### src/hw/rtl/signed_multi_digit_seven_segment_decoder_core_macros.svh
// ----------------------------------------------------------------------------
// Assertion macros
// Shared concurrent assertion forms for the seven-segment decoder core.
// ----------------------------------------------------------------------------
`ifndef SIGNED_MULTI_DIGIT_SEVEN_SEGMENT_DECODER_CORE_MACROS_SVH
`define SIGNED_MULTI_DIGIT_SEVEN_SEGMENT_DECODER_CORE_MACROS_SVH

// same-cycle implication, checked outside reset
`define SMSD_ASSERT_IMPL(label, clk, rst_n, ante, cons, msg) \
	label: assert property (@(posedge clk) disable iff (!rst_n) (ante) |-> (cons)) \
		else $error(msg);

// next-cycle implication, checked outside reset
`define SMSD_ASSERT_NEXT(label, clk, rst_n, ante, cons, msg) \
	label: assert property (@(posedge clk) disable iff (!rst_n) (ante) |=> (cons)) \
		else $error(msg);

`endif

### src/hw/rtl/smsd_pkg.sv
`timescale 1ns / 1ps
// ----------------------------------------------------------------------------
// smsd_pkg
// Types, register indexes and glyph table of the seven-segment decoder.
// ----------------------------------------------------------------------------
package smsd_pkg;

	localparam logic [1:0] REG_ZERO_FILL      = 2'd0;
	localparam logic [1:0] REG_POINT_POSITION = 2'd1;

	localparam logic [6:0] GLYPH_MINUS     = 7'h01;
	localparam logic [6:0] GLYPH_MINUS_ONE = 7'h31;

	// ceil(2^35 / 10): exact quotient for every 32-bit magnitude
	localparam logic [31:0] RECIP_10 = 32'hCCCC_CCCD;

	typedef struct packed {
		logic        zero_fill;
		logic [2:0]  point_position;
	} cfg_t;

	typedef struct packed {
		logic [31:0] mag;
		logic        neg;
		logic        minus_one;
		logic        is_zero;
	} item_t;

	typedef struct packed {
		logic [2:0]  digit_index;
		logic [6:0]  segments;
		logic        lit;
		logic        point_on;
		logic        final_digit;
	} result_t;

	function automatic logic [6:0] digit_glyph(input logic [3:0] d);
		logic [6:0] g;
		unique case (d)
			4'd0: g = 7'h7E;
			4'd1: g = 7'h30;
			4'd2: g = 7'h6D;
			4'd3: g = 7'h79;
			4'd4: g = 7'h33;
			4'd5: g = 7'h5B;
			4'd6: g = 7'h5F;
			4'd7: g = 7'h72;
			4'd8: g = 7'h7F;
			4'd9: g = 7'h7B;
			default: g = 7'h00;
		endcase
		return g;
	endfunction

endpackage

### src/hw/rtl/smsd_fifo.sv
`timescale 1ns / 1ps
// ----------------------------------------------------------------------------
// smsd_fifo
// Two-entry queue that decouples a producer from a consumer.
// ----------------------------------------------------------------------------
module smsd_fifo #(
	parameter int WIDTH = 8
) (
	input  logic             clk,
	input  logic             arst_n,
	input  logic             push,
	input  logic [WIDTH-1:0] wr_data,
	output logic             full,
	input  logic             pop,
	output logic [WIDTH-1:0] rd_data,
	output logic             empty
);

	logic [WIDTH-1:0] mem_q [2];
	logic             wr_ptr_q;
	logic             rd_ptr_q;
	logic [1:0]       count_q;
	logic             wr_en;
	logic             rd_en;

	assign full    = (count_q == 2'd2);
	assign empty   = (count_q == 2'd0);
	assign wr_en   = push && !full;
	assign rd_en   = pop && !empty;
	assign rd_data = mem_q[rd_ptr_q];

	always_ff @(posedge clk) begin
		if (wr_en) begin
			mem_q[wr_ptr_q] <= wr_data;
		end
	end

	always_ff @(posedge clk or negedge arst_n) begin
		if (!arst_n) begin
			wr_ptr_q <= 1'b0;
			rd_ptr_q <= 1'b0;
			count_q  <= 2'd0;
		end else begin
			if (wr_en) begin
				wr_ptr_q <= !wr_ptr_q;
			end
			if (rd_en) begin
				rd_ptr_q <= !rd_ptr_q;
			end
			case ({wr_en, rd_en})
				2'b10:   count_q <= count_q + 2'd1;
				2'b01:   count_q <= count_q - 2'd1;
				default: count_q <= count_q;
			endcase
		end
	end

endmodule

### src/hw/rtl/smsd_front.sv
`timescale 1ns / 1ps
// ----------------------------------------------------------------------------
// smsd_front
// Accepts numbers, splits sign and magnitude, flags special cases, queues.
// ----------------------------------------------------------------------------
module smsd_front (
	input  logic                  clk,
	input  logic                  arst_n,
	input  logic                  push,
	input  logic signed [31:0]    number,
	output logic                  full,
	input  logic                  item_pop,
	output smsd_pkg::item_t       item,
	output logic                  item_empty
);

	smsd_pkg::item_t cls;
	logic [31:0]     raw;

	// classify the incoming beat
	always_comb begin
		raw           = unsigned'(number);
		cls.neg       = raw[31];
		cls.mag       = raw[31] ? (32'd0 - raw) : raw;
		cls.minus_one = (cls.mag >= 32'd100) && (cls.mag <= 32'd199);
		cls.is_zero   = (raw == 32'd0);
	end

	smsd_fifo #(
		.WIDTH($bits(smsd_pkg::item_t))
	) u_item_fifo (
		.clk     (clk),
		.arst_n  (arst_n),
		.push    (push),
		.wr_data (cls),
		.full    (full),
		.pop     (item_pop),
		.rd_data (item),
		.empty   (item_empty)
	);

endmodule

### config.mk
export PLATFORM = sky130hd
export DESIGN_NAME = smsd_front
export DESIGN_NICKNAME = d
export VERILOG_FILES = /design/src/hw/rtl/signed_multi_digit_seven_segment_decoder_core_macros.svh /design/src/hw/rtl/smsd_pkg.sv /design/src/hw/rtl/smsd_fifo.sv /design/src/hw/rtl/smsd_front.sv
export SDC_FILE = /design/constraint.sdc
export NUM_CORES = 1
export LEC_CHECK = 0
export ABC_CLOCK_PERIOD_IN_PS = 3200
export BUFFER_PORTS_ARGS = -buffer_cell sky130_fd_sc_hd__buf_4
export CORE_AREA = 2 2 78 98
export CTS_CLUSTER_DIAMETER = 200
export CTS_CLUSTER_SIZE = 10
export DETAILED_ROUTE_END_ITERATION = 16
export DIE_AREA = 0 0 80 100
export PLACE_DENSITY_LB_ADDON = 0.2
export SKIP_CTS_REPAIR_TIMING = 1
export SLEW_MARGIN = 25
export SYNTH_ARGS = -nofsm -noshare
export SYNTH_HDL_FRONTEND = slang
export SYNTH_SLANG_ARGS = --single-unit
### constraint.sdc
create_clock -name clk -period 3.2 [get_ports clk]
set_clock_uncertainty 0.1 [all_clocks]
set_input_delay 0.64 -clock clk [delete_from_list [all_inputs] [get_ports clk]]
set_output_delay 0.64 -clock clk [all_outputs]
set_load 0.05 [all_outputs]
Word level (Yosys, flattened, before mapping)
Memories as Yosys holds them, arrays and structs flattened.
Index checks and enable logic that the tools add are counted.
{ "word_totals": {"memories": 1, "out_inout_bits": 37, "ramBits": 70, "register_bits": 4} }
{ "memory_table": {"columns": ["memory", "depth", "word_bits", "read_ports", "rd_clocked_by_memory_dff", "write_ports", "line", "rtl"], "rows": [
  ["u_item_fifo.mem_q", 2, 35, 1, 0, 1, "smsd_fifo.sv:19", "logic [WIDTH-1:0] mem_q [2];"]
]} }
{ "op_classes": {"eq_ne": 3, "n_reduce_logical": 10, "magnitude_cmp": 2, "n_mux": 4, "add_sub_neg": 3} }
{ "ops": {"columns": ["op", "count"], "rows": [
  ["$ge 32x7->1 const B", 1],
  ["$le 32x8->1 const B", 1],
  ["$logic_not 32->1", 1],
  ["$mux 32", 1],
  ["$sub 1x32->32 const A", 1],
  ["$eq 2x2->1 const B", 2],
  ["$logic_not 1->1", 4],
  ["$pmux 2 s2", 1],
  ["$logic_and 1x1->1", 3],
  ["$add 2x1->2 const B", 1],
  ["$eq 2x1->1 const B", 1],
  ["$logic_not 2->1", 1],
  ["$mux 1", 2],
  ["$reduce_bool 2->1", 1],
  ["$sub 2x1->2 const B", 1]
]} }

Logic depth before layout (Yosys ltp)
Gate-level depths: netlist of the first run.
{ "depth": {"ltp_word": 5, "ltp_mapped": 9, "ltp_nobuf": 9} }

Hierarchy
Synthesis of the first run repeated with hierarchy kept, for this count alone.
{ "unflattened": {"hier_cells": 275, "area_unflattened_um2": 3976.3} }
{ "by_module_without_submodules": {"columns": ["module", "seq_area_each_um2", "area_each_um2", "cells_each", "instances"], "rows": [
  ["smsd_fifo", 2202.1, 2872.8, 127, 1],
  ["smsd_front", 0.0, 1103.6, 148, 1]
]} }

Worst setup path before layout of the first run
No wires, ideal clock.
{ "synth_path": {"kind": "input-to-reg", "from": "input number[2]", "to": "memory u_item_fifo.mem_q[0][1] in the netlist's numbering, data pin", "required_ns": 2.961, "setup_ns": 0.139, "path_stages": 8, "path_buffers": 1, "t_arrival_ns": 3.015, "slack_ns": -0.054, "path_cell_list": "clkbuf_2 > nor3_1 > nand3_1 > or4b_4 > o21ai_0 > or3b_2 > a2111oi_0 > and4_1"} }
{ "synth_lines": {"columns": ["item", "line", "rtl"], "rows": [
  ["start: declaration", "smsd_front.sv:10", "input logic signed [31:0] number,"],
  ["end: declaration", "smsd_fifo.sv:19", null]
]} }

==> results by group, run 1 <==
Timing
  – Slew of the pin with the lowest slew margin: 468 ps
  – Fin crit period: 3060 ps
  – Slew Limit Fails: 0
  – Final period util: 95.8%
  – Worst setup margin: 135 ps
  – Final hold slack: 402 ps
  – Fmax: 326 MHz
  – Setup violations, final: 0
  – Relative slew slack: 68.0%
  – Final Hold Fails: 0
  – Unrepaired setup endpoints after global routing: false

Synth
  – Number of flops mapped to enable cells by yosys: 70
  – Gate Count Post-Synth: 297
  – Seq/Total Area, Yosys: 57.0%
  – Cell variety after synth: 49
  – Post-synthesis cell area: 0.00386 mm²
  – Top cells by area, synth: edfxtp_1 54%, mux2_2 10%, xnor2_1 7.0%
  – Prevailing post-synth register cell: edfxtp_1
  – Top-count cell post-synth: edfxtp_1
  – Syn avg cell area: 13.0 µm²
  – Yosys top cell area share: 54.4%
  – Synth warnings: 0
  – Post-synth ARST share: 5.41%
  – Top post-synthesis cells by count: 70 x edfxtp_1, 36 x mux2_2, 31 x xnor2_1
  – Area leader, netlist: edfxtp_1
  – #FFs+latches synth: 74
  – Post-Syn Nets: 335

Global route
  – Vias in the first global route: 2,807
  – GR Util All Layers: 22.0%
  – First-pass GRT wire length: 13,300 µm
  – Largest net degree at the start of global routing: 37
  – Total gr overflow: 0
  – Initial antenna violation count: 0

Floorplanning
  – Row cnt: 35
  – Ports: 73
  – Core Area: 0.00718 mm²
  – Total die area: 0.00800 mm²
  – Die Width: 80 µm
  – Initial core utilization: 53.8%
  – Height of the die: 100 µm

Cells and area
  – Antenna cells: 0
  – Design Area, Final: 0.00503 mm²
  – Fillers: 551
  – Fin nets: 450
  – Fin cells: 509
  – Layout area overhead: 30.2%
  – Share of cells above drive strength 1: 43.9%

Route
  – Antenna Nets Post-Route: 0
  – Drt pass-1 iters: 5
  – DR iter-0 viols: 257
  – DRT Wirelength: 8150 µm
  – Via count: 2,848
  – Drt drc: 0
  – Routed length per instance: 16.0 µm
  – DR vias/cell: 5.60

Power and ir drop
  – Power Internal: 0.00239 W
  – Sw frac: 40.7%
  – P_leak: 1.87 nW
  – Switching pwr: 0.00164 W
  – Clock power share: 17.2%
  – Cell area power density: 800 mW/mm²
  – Worst vdd ir: 0.695 mV
  – Logic gate share of total power: 47.7%
  – Sequential share of power: 35.0%

Status
  – Status: completed

Worst setup path
  – Crit Reg-Reg Startpoint: u_item_fifo.count_q[0]
  – Critical Path End Type: flop
  – Req. time, crit path: 3300 ps
  – Crit path DAT: 3170 ps
  – Critical Path Start: number[5]
  – Crit Path Max Fanout: 5
  – WS Path Type: in2reg
  – CP Launch Type: input pin

Clock network
  – Htree depth: 3
  – Worst skew pair latency: 340 ps
  – Num CTS Buffers: 9
  – CTS tree: yes
  – Root Buffer: clkbuf_8
  – Clock tree buffer depth: 2
  – Clock Sink Count: 74
  – Clock-pin slew of the registers on the worst-case setup and hold paths: 70 ps

Placed design
  – Place WS: -212 ps
  – Placer Congestion: 0.832
  – Port-buffer cells: 72
  – Final HPWL DP: 5830 µm
  – Dpl cells: 492
  – Post-Place Cell Area: 0.00483 mm²

Hold path
  – Tightest Hold Check Type: reg2reg
  – HP Start: u_item_fifo.count_q[1]

Flow run
  – Max cap viols: 0
[worst max-delay path, stage by stage]
cell and delay (ps):
buf_4 120, or4_4 540, or4_4 480, o41ai_4 310, xnor2_1 130, a2111o_1 400, nor4bb_1 310, and4_1 250
[registers in the layout (all words and copies together), names as in the netlist]
name,cells
u_item_fifo.mem_q,70
u_item_fifo.count_q,2
u_item_fifo.rd_ptr_q,1
u_item_fifo.wr_ptr_q,1
[layout make-up]
| cell class | count | area, µm² | area share [%] |
|---|---|---|---|
| clock buffer | 13 | 149 | 2.96 |
| clock inverter | 3 | 40.0 | 0.796 |
| inverter | 6 | 22.5 | 0.448 |
| multi-input combinational | 197 | 1570 | 31.2 |
| sequential | 74 | 2200 | 43.8 |
| tap | 92 | 115 | 2.29 |
| timing repair buffer | 124 | 933 | 18.6 |
[cells by family after synthesis]
kind of cell    share of synthesized area (%)
compound gates                           8.30
xor+xnor                                 7.71
fa+ha+maj                               0.648
buf+inv                                  2.82
flops                                    57.0
mux                                      10.8
simple gates                             12.7
[worst paths after layout]
kind | end | slack (ps) | cells past startpoint
min in group asynchronous | u_item_fifo.count_q[0] | 530 | 2
setup / recovery | u_item_fifo.mem_q[0][1] | 140 | 8
hold / removal | u_item_fifo.count_q[1] | 400 | 1
setup reg to reg | u_item_fifo.mem_q[0][1] | 1510 | 4
max in group asynchronous | u_item_fifo.count_q[1] | 2370 | 2
hold reg to reg | u_item_fifo.count_q[1] | 400 | 1
[metrics by stage]
step / power [W] / util [%] / TNS [ps]
after floorplan: 0.00282 / - / 0
after global placement: 0.00335 / 67.2 / -266
after detailed placement: 0.00337 / 67.2 / -425
after CTS: 0.00406 / 69.9 / 0
after global routing: 0.00421 / 70.0 / 0
final: 0.00402 / 70.0 / 0
[power groups by stage]
stage          combinational, W  sequential (W)  clock (W)
2_1_floorplan           0.00140         0.00142          0
3_3_place_gp            0.00193         0.00142          0
3_5_place_dp            0.00194         0.00143          0
4_1_cts                 0.00194         0.00141   0.000709
5_1_grt                 0.00203         0.00143   0.000747
6_report                0.00192         0.00141   0.000693
[layout by cell type, fill, tap and decap left out, drive strengths merged, types with 3 or more instances in the layout]
| cell | n |
|---|---|
| mux2 | 36 |
| nand3 | 3 |
| nor4 | 5 |
| buf | 123 |
| o41ai | 7 |
| nand2b | 9 |
| nand2 | 13 |
| edfxtp | 70 |
| nand4 | 3 |
| xor2 | 3 |
| xnor2 | 31 |
| or3 | 7 |
| o31ai | 7 |
| clkbuf | 13 |
| or4 | 5 |
| inv | 6 |
| dfrtp | 4 |
| nor3 | 10 |
| nor2 | 15 |
| o21ai | 13 |
[layer usage]
metal	wire length (µm)	vias up	GRT usage [%]
met2	4080	91	36.3
met3	430	19	5.04
met4	207	0	9.00
met1	3430	1371	28.1
met5	0	-	0
li1	-	1367	-
(Power assumes the default switching activity.)
==> run 2: changes to the inputs <==
- BUFFER_PORTS_ARGS: -buffer_cell sky130_fd_sc_hd__buf_4 -> unset
- CORE_AREA: 2 2 78 98 -> 2 2 77 98
- CTS_BUF_LIST: unset -> sky130_fd_sc_hd__clkbuf_2 sky130_fd_sc_hd__clkbuf_4 sky130_fd_sc_hd__clkbuf_8
- DIE_AREA: 0 0 80 100 -> 0 0 79 100
- DONT_BUFFER_PORTS: unset -> 1
==> run 2 against run 1 <==
Die area is 1.3% lower. Combinational power is 20% lower. Maximum frequency is 4.0% higher. First-iteration DRC count is 20% lower. Design area is 14% lower. Setup slack better by 120 ps. Hold slack worse by 100 ps. Count of clock-buffer cells in the layout is 1 higher. Global-route usage is 0.87 points lower. Critical path type unchanged. Critical endpoint unchanged. Largest cell class unchanged. Highest routed layer unchanged.
==> results by group, run 2 (synthesis gave the netlist of run 1 again) <==
Placed design
  – Port-buffer cells: 0
  – Placer Congestion: 0.853
  – Final HPWL DP: 5390 µm

Worst setup path
  – CP max stage delay: 480 ps
  – CP Launch Type: input pin
  – Critical Path End Type: flop
  – WS Path Type: in2reg
  – Crit path max-delay family: simple AND/OR/NAND/NOR gates
  – Reg2Reg Depth: 4
  – CP cell instances: nor4_2 -> nand4b_1 -> buf_4 -> o31ai_1 -> xnor2_1 -> or4_1 -> nor4bb_1 -> and4_1
  – Worst R2R End: u_item_fifo.mem_q[0][18]
  – Req. time, crit path: 3300 ps
  – Setup slack, reg-to-reg: 1470 ps
  – Crit Reg-Reg Startpoint: u_item_fifo.count_q[0]
  – Critical path's slowest cell: or4_1
  – Crit Path Max Fanout: 7
  – Crit path DAT: 3040 ps
  – CP Buf/Inv Count: 1

Floorplanning
  – Core Area: 0.00709 mm²
  – Ports: 73
  – Height of the die: 100 µm
  – Row cnt: 35
  – Die Width: 79 µm
  – Total die area: 0.00790 mm²
  – Initial core utilization: 54.4%

Global route
  – Initial antenna violation count: 0
  – Largest net degree at the start of global routing: 49
  – First-pass GRT wire length: 12,600 µm
  – Vias in the first global route: 2,458
  – GR Util All Layers: 21.2%
  – Total gr overflow: 0

Cells and area
  – Fin nets: 349
  – Share of cells above drive strength 1: 26.9%
  – Commonest non-fill, non-tap cell in the layout: edfxtp_1
  – Max reg flops: 70
  – Layout area overhead: 11.4%
  – Utilization after layout: 60.6%
  – Biggest regs: u_item_fifo.mem_q: 70 flops, u_item_fifo.count_q: 2 flops
  – Antenna cells: 0
  – Fillers: 577
  – Most frequent cells in the layout: 70 x edfxtp_1, 36 x mux2_2, 31 x xnor2_1
  – Most flop-heavy register: u_item_fifo.mem_q

Route
  – Antenna Nets Post-Route: 0
  – DR vias/cell: 6.01
  – Via count: 2,454
  – Drt pass-1 iters: 4
  – DR iter-0 viols: 206
  – Drt drc: 0
  – Routed length per instance: 19.0 µm
  – DRT Wirelength: 7730 µm

Power and ir drop
  – Worst vdd ir: 0.579 mV
  – Cell area power density: 862 mW/mm²
  – Final Power: 0.00371 W
  – P_leak: 1.40 nW

Timing
  – Setup violations, final: 0
  – Final period util: 92.1%
  – Slew of the pin with the lowest slew margin: 489 ps
  – Unrepaired setup endpoints after global routing: false
  – Final hold slack: 297 ps
  – Fin crit period: 2950 ps
  – Final Hold Fails: 0
  – Relative slew slack: 67.4%
  – Fmax: 339 MHz
  – Slew Limit Fails: 0

Clock network
  – Num CTS Buffers: 9
  – Clock-pin slew of the registers on the worst-case setup and hold paths: 70 ps
  – Worst skew pair latency: 330 ps
  – Clock Sink Count: 74
  – Htree depth: 3
  – Root Buffer: clkbuf_8
  – CTS tree: yes
  – Clock tree buffer depth: 2

Hold path
  – WHS Path Cells: 0
  – Tightest Hold Check Type: in2reg
  – Worst Hold Endpoint: u_item_fifo.mem_q[1][2]
  – HP Start: number[31]

Status
  – Status: completed

Flow run
  – Max cap viols: 0
==> run 2: changes by cell type in the layout (fill, tap and decap cells not counted), sizes merged <==
cell,previous run,this run
buf,123,22
clkbuf,13,14
clkinv,2,1
==> run 2: area by class of cell <==
| cell class | count | area (µm²) | share of cell area [%] |
|---|---|---|---|
| Multi-Input combinational cell | 197 | 1570 | 36.5 |
| Tap cell | 92 | 115 | 2.68 |
| Clock buffer | 14 | 180 | 4.19 |
| Timing Repair Buffer | 23 | 175 | 4.07 |
| Inverter | 6 | 22.5 | 0.524 |
| Clock inverter | 2 | 35.0 | 0.814 |
| Sequential cell | 74 | 2200 | 51.2 |
==> run 2: metrics by stage <==
step	instance area, µm²	std cells	setup slack, ps	TNS (ps)
after floorplan	3890	297	4.38	0
after global placement	4080	391	-20.8	-41.6
after detailed placement	4080	391	-110	-219
after CTS	4290	407	248	0
after global routing	4300	408	7.06	0
final	4300	408	253	0
==> run 2: worst max-delay path by stage <==
stage                           from  slack, ps                       to  cells after the start
after floorplan           number[17]          4  u_item_fifo.mem_q[0][1]                      9
after global placement     number[5]        -20  u_item_fifo.mem_q[0][1]                      7
after detailed placement   number[5]       -110  u_item_fifo.mem_q[0][1]                      7
after CTS                  number[5]        250  u_item_fifo.mem_q[0][1]                      7
after global routing       number[5]          7  u_item_fifo.mem_q[0][1]                      8
final                      number[5]        250  u_item_fifo.mem_q[0][1]                      8
==> run 2: worst register-to-register path: cells and delay by family, from the launching register on <==
kind                   cells  cell delay, ps
buffers and inverters      1             420
AND/OR/NAND/NOR            3             410
flip-flops                 1             420
==> run 2: per-layer routing <==
layer | GRT usage (%) | share of wire (%)
met3 | 7.10 | 6.8
met5 | 0 | 0
met1 | 26.7 | 41
met2 | 33.8 | 50
met4 | 8.49 | 2.0
==> run 2: power by group <==
group          internal (W)  leakage [nW]  total (W)  switching [W]
Clock              0.000441         0.114   0.000755       0.000314
Combinational      0.000369         0.593    0.00154        0.00117
Sequential          0.00135         0.698    0.00141      0.0000629
